`src/design/pldt_pkg.sv`:
```
// Package with shared types and constants of the path loss degradation tracker.
`timescale 1ns / 1ps

package pldt_pkg;

  localparam int unsigned CWND_W  = 32;
  localparam int unsigned TX_W    = 48;
  localparam int unsigned CNT_W   = 8;
  localparam int unsigned THR_W   = 8;
  localparam int unsigned PATH_W  = 4;
  localparam int unsigned QUO_W   = 22;
  localparam int unsigned ENTRY_W = TX_W + CNT_W;

  localparam logic [CWND_W-1:0] PKT_BYTES          = 32'd1200;
  localparam logic [CWND_W-1:0] DEFAULT_CWND_BYTES = 32'd12000;
  localparam logic [QUO_W-1:0]  MIN_ROUND_PKTS     = 22'd10;
  localparam logic [THR_W-1:0]  DEFAULT_THRESHOLD  = 8'd5;
  localparam logic [CNT_W-1:0]  CNT_MAX            = 8'hFF;

  // floor(2^42 / 1200): the estimate is the true quotient or one below it.
  localparam logic [CWND_W-1:0] RECIP       = 32'd3665038759;
  localparam int unsigned       RECIP_SHIFT = 42;

  localparam logic ACT_ACK  = 1'b0;
  localparam logic ACT_LOSS = 1'b1;

  typedef enum logic [1:0] {
    ST_IDLE,
    ST_MUL,
    ST_QUO,
    ST_UPD
  } pldt_state_t;

  typedef struct packed {
    logic load;
    logic mul;
    logic quo;
    logic upd;
  } pldt_cmd_t;

  typedef struct packed {
    logic out_free;
  } pldt_sts_t;

endpackage

```
`src/design/path_loss_degradation_tracker_core.sv`:
```
// Top level of the path loss degradation tracker.
//
//   Channel  Ports                          Moves
//   in       in_valid / in_ready           one event transaction
//   out      out_valid / out_ready         one result transaction per event
//   cfg      cfg_wr_en / cfg_wr_data       degradation threshold write
//
// Each transaction passes through four steps: accept and table read, reciprocal
// multiply, quotient correction, then table write and result register load.
// The registered table read and the reciprocal division, split into multiply and correction, set those steps.
// Reset clears the table valid bits at once, so no clearing pass is needed.
// A held result stalls the final step, and no new event is accepted until that step completes.
`timescale 1ns / 1ps

module path_loss_degradation_tracker_core #(
  parameter int unsigned PATH_COUNT = 16
) (
  input  logic        clk,
  input  logic        rst_n,
  input  logic        in_valid,
  output logic        in_ready,
  input  logic        in_action,
  input  logic [3:0]  in_path_index,
  input  logic [31:0] in_cwnd_bytes,
  input  logic [47:0] in_tx_packet_count,
  output logic        out_valid,
  input  logic        out_ready,
  output logic        out_path_failed,
  output logic        out_round_restarted,
  output logic [7:0]  out_losses_in_round,
  input  logic        cfg_wr_en,
  input  logic [7:0]  cfg_wr_data
);

  pldt_pkg::pldt_cmd_t cmd;
  pldt_pkg::pldt_sts_t sts;

  pldt_ctrl u_ctrl (
    .clk     (clk),
    .rst_n   (rst_n),
    .in_valid(in_valid),
    .in_ready(in_ready),
    .sts     (sts),
    .cmd     (cmd)
  );

  pldt_dp #(
    .PATH_COUNT(PATH_COUNT)
  ) u_dp (
    .clk                (clk),
    .rst_n              (rst_n),
    .cmd                (cmd),
    .sts                (sts),
    .in_action          (in_action),
    .in_path_index      (in_path_index),
    .in_cwnd_bytes      (in_cwnd_bytes),
    .in_tx_packet_count (in_tx_packet_count),
    .cfg_wr_en          (cfg_wr_en),
    .cfg_wr_data        (cfg_wr_data),
    .out_valid          (out_valid),
    .out_ready          (out_ready),
    .out_path_failed    (out_path_failed),
    .out_round_restarted(out_round_restarted),
    .out_losses_in_round(out_losses_in_round)
  );

endmodule

```
`src/design/pldt_ram.sv`:
```
// Generic single-port-write, single-port-read RAM with registered read data.
`timescale 1ns / 1ps

module pldt_ram #(
  parameter int unsigned WIDTH = 8,
  parameter int unsigned DEPTH = 16,
  parameter int unsigned AW    = (DEPTH > 1) ? $clog2(DEPTH) : 1
) (
  input  logic             clk,
  input  logic             wr_en,
  input  logic [AW-1:0]    wr_addr,
  input  logic [WIDTH-1:0] wr_data,
  input  logic             rd_en,
  input  logic [AW-1:0]    rd_addr,
  output logic [WIDTH-1:0] rd_data
);

  logic [WIDTH-1:0] mem_r [DEPTH];
  logic [WIDTH-1:0] rd_data_r;

  always_ff @(posedge clk) begin
    if (wr_en) begin
      mem_r[wr_addr] <= wr_data;
    end
    if (rd_en) begin
      rd_data_r <= mem_r[rd_addr];
    end
  end

  assign rd_data = rd_data_r;

endmodule

```
`src/design/pldt_ctrl.sv`:
```
// Controller state machine that sequences each transaction through the datapath.
`timescale 1ns / 1ps

module pldt_ctrl (
  input  logic                clk,
  input  logic                rst_n,
  input  logic                in_valid,
  output logic                in_ready,
  input  pldt_pkg::pldt_sts_t sts,
  output pldt_pkg::pldt_cmd_t cmd
);

  pldt_pkg::pldt_state_t state_r, state_nxt;

  always_ff @(posedge clk) begin
    if (!rst_n) begin
      state_r <= pldt_pkg::ST_IDLE;
    end else begin
      state_r <= state_nxt;
    end
  end

  always_comb begin
    state_nxt = state_r;
    cmd       = '0;
    in_ready  = 1'b0;
    unique case (state_r)
      pldt_pkg::ST_IDLE: begin
        in_ready = 1'b1;
        if (in_valid) begin
          cmd.load  = 1'b1;
          state_nxt = pldt_pkg::ST_MUL;
        end
      end
      pldt_pkg::ST_MUL: begin
        cmd.mul   = 1'b1;
        state_nxt = pldt_pkg::ST_QUO;
      end
      pldt_pkg::ST_QUO: begin
        cmd.quo   = 1'b1;
        state_nxt = pldt_pkg::ST_UPD;
      end
      pldt_pkg::ST_UPD: begin
        if (sts.out_free) begin
          cmd.upd   = 1'b1;
          state_nxt = pldt_pkg::ST_IDLE;
        end
      end
      default: state_nxt = pldt_pkg::ST_IDLE;
    endcase
  end

endmodule

```
`src/design/pldt_dp.sv`:
```
// Datapath with the per-path table, round sizing arithmetic and result register.
`timescale 1ns / 1ps

module pldt_dp #(
  parameter int unsigned PATH_COUNT = 16
) (
  input  logic                                clk,
  input  logic                                rst_n,
  input  pldt_pkg::pldt_cmd_t                 cmd,
  output pldt_pkg::pldt_sts_t                 sts,
  input  logic                                in_action,
  input  logic [pldt_pkg::PATH_W-1:0]         in_path_index,
  input  logic [pldt_pkg::CWND_W-1:0]         in_cwnd_bytes,
  input  logic [pldt_pkg::TX_W-1:0]           in_tx_packet_count,
  input  logic                                cfg_wr_en,
  input  logic [pldt_pkg::THR_W-1:0]          cfg_wr_data,
  output logic                                out_valid,
  input  logic                                out_ready,
  output logic                                out_path_failed,
  output logic                                out_round_restarted,
  output logic [pldt_pkg::CNT_W-1:0]          out_losses_in_round
);

  localparam int unsigned AW = (PATH_COUNT > 1) ? $clog2(PATH_COUNT) : 1;

  localparam int unsigned CW = pldt_pkg::CWND_W;
  localparam int unsigned TW = pldt_pkg::TX_W;
  localparam int unsigned NW = pldt_pkg::CNT_W;
  localparam int unsigned QW = pldt_pkg::QUO_W;
  localparam int unsigned EW = pldt_pkg::ENTRY_W;

  logic [pldt_pkg::THR_W-1:0] thr_r;
  logic [PATH_COUNT-1:0]      valid_r;
  logic                       act_r;
  logic                       in_range_r;
  logic                       entry_valid_r;
  logic [AW-1:0]              addr_r;
  logic [CW-1:0]              win_r;
  logic [TW-1:0]              tx_r;
  logic [2*CW-1:0]            prod_r;
  logic [QW-1:0]              pkts_r;
  logic                       out_valid_r;
  logic                       out_failed_r;
  logic                       out_restarted_r;
  logic [NW-1:0]              out_losses_r;

  logic [AW-1:0] in_addr;
  logic          in_range;
  logic [EW-1:0] rd_data;
  logic [EW-1:0] wr_data;
  logic          wr_en;

  assign in_addr  = AW'(in_path_index);
  assign in_range = (32'(in_path_index) < 32'(PATH_COUNT));

  pldt_ram #(
    .WIDTH(EW),
    .DEPTH(PATH_COUNT),
    .AW   (AW)
  ) u_table (
    .clk    (clk),
    .wr_en  (wr_en),
    .wr_addr(addr_r),
    .wr_data(wr_data),
    .rd_en  (cmd.load),
    .rd_addr(in_addr),
    .rd_data(rd_data)
  );

  // Quotient estimate and its one-step correction.
  logic [QW-1:0] q_est;
  logic [CW-1:0] q_prod;
  logic [CW-1:0] q_rem;
  logic [QW-1:0] q_fix;
  logic [QW-1:0] pkts_nxt;

  always_comb begin
    q_est    = prod_r[pldt_pkg::RECIP_SHIFT +: QW];
    q_prod   = CW'(q_est) * pldt_pkg::PKT_BYTES;
    q_rem    = win_r - q_prod;
    q_fix    = (q_rem >= pldt_pkg::PKT_BYTES) ? q_est + QW'(1) : q_est;
    pkts_nxt = (q_fix == '0) ? pldt_pkg::MIN_ROUND_PKTS : q_fix;
  end

  // Update of the entry and the result.
  logic [TW-1:0]              rs_old;
  logic [NW-1:0]              lc_old;
  logic [TW:0]                round_end;
  logic                       restart;
  logic [NW-1:0]              lc_base;
  logic [NW-1:0]              cnt;
  logic [pldt_pkg::THR_W-1:0] thr_eff;
  logic                       fail;
  logic [NW-1:0]              lc_new;
  logic [TW-1:0]              rs_new;
  logic                       res_failed;
  logic                       res_restarted;
  logic [NW-1:0]              res_losses;

  always_comb begin
    rs_old    = entry_valid_r ? rd_data[EW-1:NW] : '0;
    lc_old    = entry_valid_r ? rd_data[NW-1:0] : '0;
    round_end = (TW+1)'(rs_old) + (TW+1)'(pkts_r);
    restart   = ((TW+1)'(tx_r) > round_end);
    lc_base   = restart ? '0 : lc_old;
    cnt       = (lc_base == pldt_pkg::CNT_MAX) ? pldt_pkg::CNT_MAX : lc_base + NW'(1);
    thr_eff   = (thr_r == '0) ? pldt_pkg::DEFAULT_THRESHOLD : thr_r;
    fail      = (cnt >= thr_eff);
    if (act_r == pldt_pkg::ACT_LOSS) begin
      lc_new        = fail ? '0 : cnt;
      rs_new        = restart ? tx_r : rs_old;
      res_failed    = fail;
      res_restarted = restart;
      res_losses    = cnt;
    end else begin
      lc_new        = '0;
      rs_new        = rs_old;
      res_failed    = 1'b0;
      res_restarted = 1'b0;
      res_losses    = '0;
    end
    if (!in_range_r) begin
      res_failed    = 1'b0;
      res_restarted = 1'b0;
      res_losses    = '0;
    end
    wr_en   = cmd.upd && in_range_r;
    wr_data = {rs_new, lc_new};
  end

  always_ff @(posedge clk) begin
    if (!rst_n) begin
      thr_r       <= pldt_pkg::DEFAULT_THRESHOLD;
      valid_r     <= '0;
      out_valid_r <= 1'b0;
    end else begin
      if (cfg_wr_en) begin
        thr_r <= cfg_wr_data;
      end
      if (wr_en) begin
        valid_r[addr_r] <= 1'b1;
      end
      if (cmd.upd) begin
        out_valid_r <= 1'b1;
      end else if (out_ready) begin
        out_valid_r <= 1'b0;
      end
    end
  end

  always_ff @(posedge clk) begin
    if (cmd.load) begin
      act_r         <= in_action;
      addr_r        <= in_addr;
      in_range_r    <= in_range;
      entry_valid_r <= in_range && valid_r[in_addr];
      win_r         <= (in_cwnd_bytes == '0) ? pldt_pkg::DEFAULT_CWND_BYTES : in_cwnd_bytes;
      tx_r          <= in_tx_packet_count;
    end
    if (cmd.mul) begin
      prod_r <= (2*CW)'(win_r) * (2*CW)'(pldt_pkg::RECIP);
    end
    if (cmd.quo) begin
      pkts_r <= pkts_nxt;
    end
    if (cmd.upd) begin
      out_failed_r    <= res_failed;
      out_restarted_r <= res_restarted;
      out_losses_r    <= res_losses;
    end
  end

  assign sts.out_free        = !out_valid_r || out_ready;
  assign out_valid           = out_valid_r;
  assign out_path_failed     = out_failed_r;
  assign out_round_restarted = out_restarted_r;
  assign out_losses_in_round = out_losses_r;

endmodule

```
`config.mk`:
```
export PLATFORM = sky130hd
export DESIGN_NAME = path_loss_degradation_tracker_core
export DESIGN_NICKNAME = d
export VERILOG_FILES = /design/src/design/pldt_pkg.sv /design/src/design/path_loss_degradation_tracker_core.sv /design/src/design/pldt_ram.sv /design/src/design/pldt_ctrl.sv /design/src/design/pldt_dp.sv
export SDC_FILE = /design/constraint.sdc
export NUM_CORES = 2
export LEC_CHECK = 0
export BUFFER_PORTS_ARGS = -buffer_cell sky130_fd_sc_hd__buf_4
export CAP_MARGIN = 20
export CORE_ASPECT_RATIO = 0.6
export CORE_UTILIZATION = 50
export DETAILED_ROUTE_END_ITERATION = 8
export PLACE_DENSITY = 0.71
export SYNTH_ARGS = -nofsm -noshare
export SYNTH_HDL_FRONTEND = slang
export SYNTH_HIERARCHICAL = 1
export SYNTH_SLANG_ARGS = --single-unit
```
`constraint.sdc`:
```
create_clock -name clk -period 8.79 [get_ports clk]
set_input_delay 0.879 -clock clk [delete_from_list [all_inputs] [get_ports clk]]
set_output_delay 0.879 -clock clk [all_outputs]
set_load 0.01 [all_outputs]
```
==> results.yml <==
yosys:
  yosys_warnings: 6
  yosysTopAreaCell: "edfxtp_1"
  netlist_top_cells_count: "edfxtp_1 (1092), inv_1 (709), ha_1 (558)"
  synth_cell_types: 93
  syn_area_per_cell_sq_um: 14.54
  synthArstFlopShare_pct: 0
  synthFlopType: "edfxtp_1"
  ys_seq_elements: 1119
  yosysMostFrequentCell: "edfxtp_1"
  synth_area_sq_um: 66720
  netlist_instances: 4588
  ys_seq_area_share_pct: 49.96
  synth_area_leaders: "edfxtp_1 (49%), fa_1 (14%), ha_1 (10%)"
  synth-edff-count: 1092
  syn_nets: 5699
  synth_top_area_share_pct: 49.15
final_layout:
  nets: 6013
  finish.utilization_pct: 56.82
  drive_gt1_share_pct: 17.62
  area_growth_pct: 12.39
cts:
  htree_levels: 3
  ctsHoldBuffers: 0
  clock_path_buffers: 3
  clock-sinks: 1119
  cts_tree: "built"
  cts.clk_slew.worst_paths_ns: 0.07
  clk_latency_ns: 0.71
  ctsRootBufferMaster: "clkbuf_16"
  cts_buffers: 100
min_path:
  hold_path_end: "u_dp/tx_r[0]"
  whs_path_depth: 1
  hp-start: "in_tx_packet_count[0]"
  hp-class: "in -> reg"
global_routing:
  grtUsageTotal_pct: 26.04
  grt_overflow: 0
  antenna_found_initial: 6
  grt_pass1_wl_mm: 258.3
  grt_max_degree: 115
  first_global_vias: 39875
worst_setup_path:
  crit_arrival_ns: 9.05
  critPathMaxFanout: 8
  cp-start-kind: "register"
  r2r_slack_ns: 0.28
  end_kind: "register"
  cp_data_required_time_ns: 9.33
  timing.rr.start: "u_dp/entry_valid_r"
  crit_type: "reg -> reg"
  cpMostUsedCell: "a21o_1"
  crit_cells: 47
  cp_top_family: "compound AO/OA/AOI/OAI gates"
  slowest_stage: "or4b_2"
  path_buf_inv: 6
  reg2reg_to: "u_dp/u_table/mem_r[12][6]"
  critPathMaxStageDelay_ns: 0.73
  reg2regPathDepth: 47
route:
  drc: 0
  drt-initial-drc-count: 4633
  routed_wl_mm: 172.6
  vias: 39858
  wl_per_cell_um: 25.49
  drtAntennaViolNets: 0
  via_per_inst: 5.887
  drtPass1Iterations: 6
die:
  io_pins: 110
  die-height_um: 285.0
  core_area_sq_um: 132000
  initial_utilization_pct: 50.56
  die-area_sq_um: 135000
  die_x_um: 473.6
  rows: 103
timing:
  max_slew_margin_pct: 23.77
  finalMaxSlewViolations: 0
  rsz0062_at_grt: "true"
  holdWs_ns: 0.3388
  min_period_ns: 8.510
  worst_pin_slew_ns: 1.141
  layout_worst_path_cycle_share_pct: 96.82
  finalHoldViolations: 0
  max_freq_mhz: 117.5
  worst_clock_skew_ns: 0.04018
  finalSetupViolations: 0
status:
  status: "finished, final reports clean"
place:
  gp_congestion: 0.9512
  hpwl_mm: 122.6
  port_buffers: 109
run:
  drv_cap: 0
-- repair_timing --
action                     in CTS  in global routing
gates resized for setup        25                 81
pin swaps                       7                 36
setup endpoints to repair     129                140
gates cloned                    2                  2
buffers inserted                0                 20
-- per-stage QoR --
stage | setup slack [ns] | area [sq um] | setup TNS [ns] | cells
after floorplan | -0.05770 | 66760 | -5.017 | 4588
after global placement | -0.1587 | 70880 | -14.30 | 6550
after detailed placement | -0.2781 | 70880 | -31.94 | 6550
after CTS | 0.01010 | 74360 | 0 | 6734
after global routing | -0.1587 | 74980 | -12.52 | 6769
final | 0.2797 | 74990 | 0 | 6770
-- state kept, by name (all words and copies together), names as in the netlist, 2 cells and up --
name,cells
u_ctrl/state_r,2
u_dp/addr_r,4
u_dp/out_losses_in_round,8
u_dp/thr_r,8
u_dp/win_r,32
u_dp/tx_r,48
u_dp/prod_r,22
u_dp/u_table/mem_r,896
u_dp/pkts_r,22
u_dp/valid_r,16
u_dp/u_table/rd_data,56
-- per-layer routing --
layer	share of wire [%]	global-route usage, %
met4	1.4	4.072
met3	14	8.848
met2	39	33.48
met5	0	0
met1	46	42.54
-- cell usage in the layout (no fill, tap or decap), types with 70 or more instances in the layout --
cell       count
edfxtp_1    1092
inv_1        708
ha_1         551
fa_1         452
buf_4        326
mux4_2       229
nand2_1      193
nor2_1       123
a22oi_1      113
clkbuf_16    101
a21oi_1       89
xnor2_1       70
-- how the worst max path moves through the flow --
stage | from | slack, ns | endpoint
floorplan | u_dp/entry_valid_r | -0.06 | u_dp/u_table/mem_r[0][3]
global placement | u_dp/entry_valid_r | -0.16 | u_dp/u_table/mem_r[2][4]
detailed placement | u_dp/entry_valid_r | -0.28 | u_dp/u_table/mem_r[2][5]
CTS | u_dp/entry_valid_r | 0.01 | u_dp/u_table/mem_r[11][7]
global route | u_dp/entry_valid_r | -0.16 | u_dp/u_table/mem_r[14][6]
finish | u_dp/entry_valid_r | 0.28 | u_dp/u_table/mem_r[12][6]
-- final cells by class --
type | instances | area (sq um)
clock buffers | 117 | 2587
clock inverters | 65 | 773.2
diodes | 3 | 7.507
fillers | 10345 | 56980
well taps | 1785 | 2233
multi-input cells | 2621 | 30590
flip-flops and latches | 1119 | 33330
repair buffers | 351 | 2798
inverters | 709 | 2661
-- logic make-up (layout without fill, tap and decap cells) --
kind of cell | Yosys count | in the layout | share of synthesized area [%]
muxes | 300 | 300 | 8.848
adders and majority gates | 1013 | 1013 | 24.12
other | 0 | 3 | 0
AOI/OAI and AO/OA | 516 | 516 | 5.416
buffers and inverters | 848 | 1242 | 5.060
xor gates and xnor gates | 123 | 123 | 1.615
and+or+nand+nor | 669 | 669 | 4.987
DFF | 1119 | 1119 | 49.96
-- worst reg2reg max path: cells and delay by family (launching register included) --
kind | cells | cell delay (ns)
AO/OA/AOI/OAI | 23 | 3.78
XOR/XNOR | 1 | 0.17
adder cells (fa/ha/maj) | 4 | 0.89
buffers and inverters | 6 | 0.89
flip-flops | 1 | 0.47
AND/OR/NAND/NOR | 13 | 2.11
Power is not shown: default switching activity piles up to over one toggle a cycle in this logic, so the estimate is an artifact.
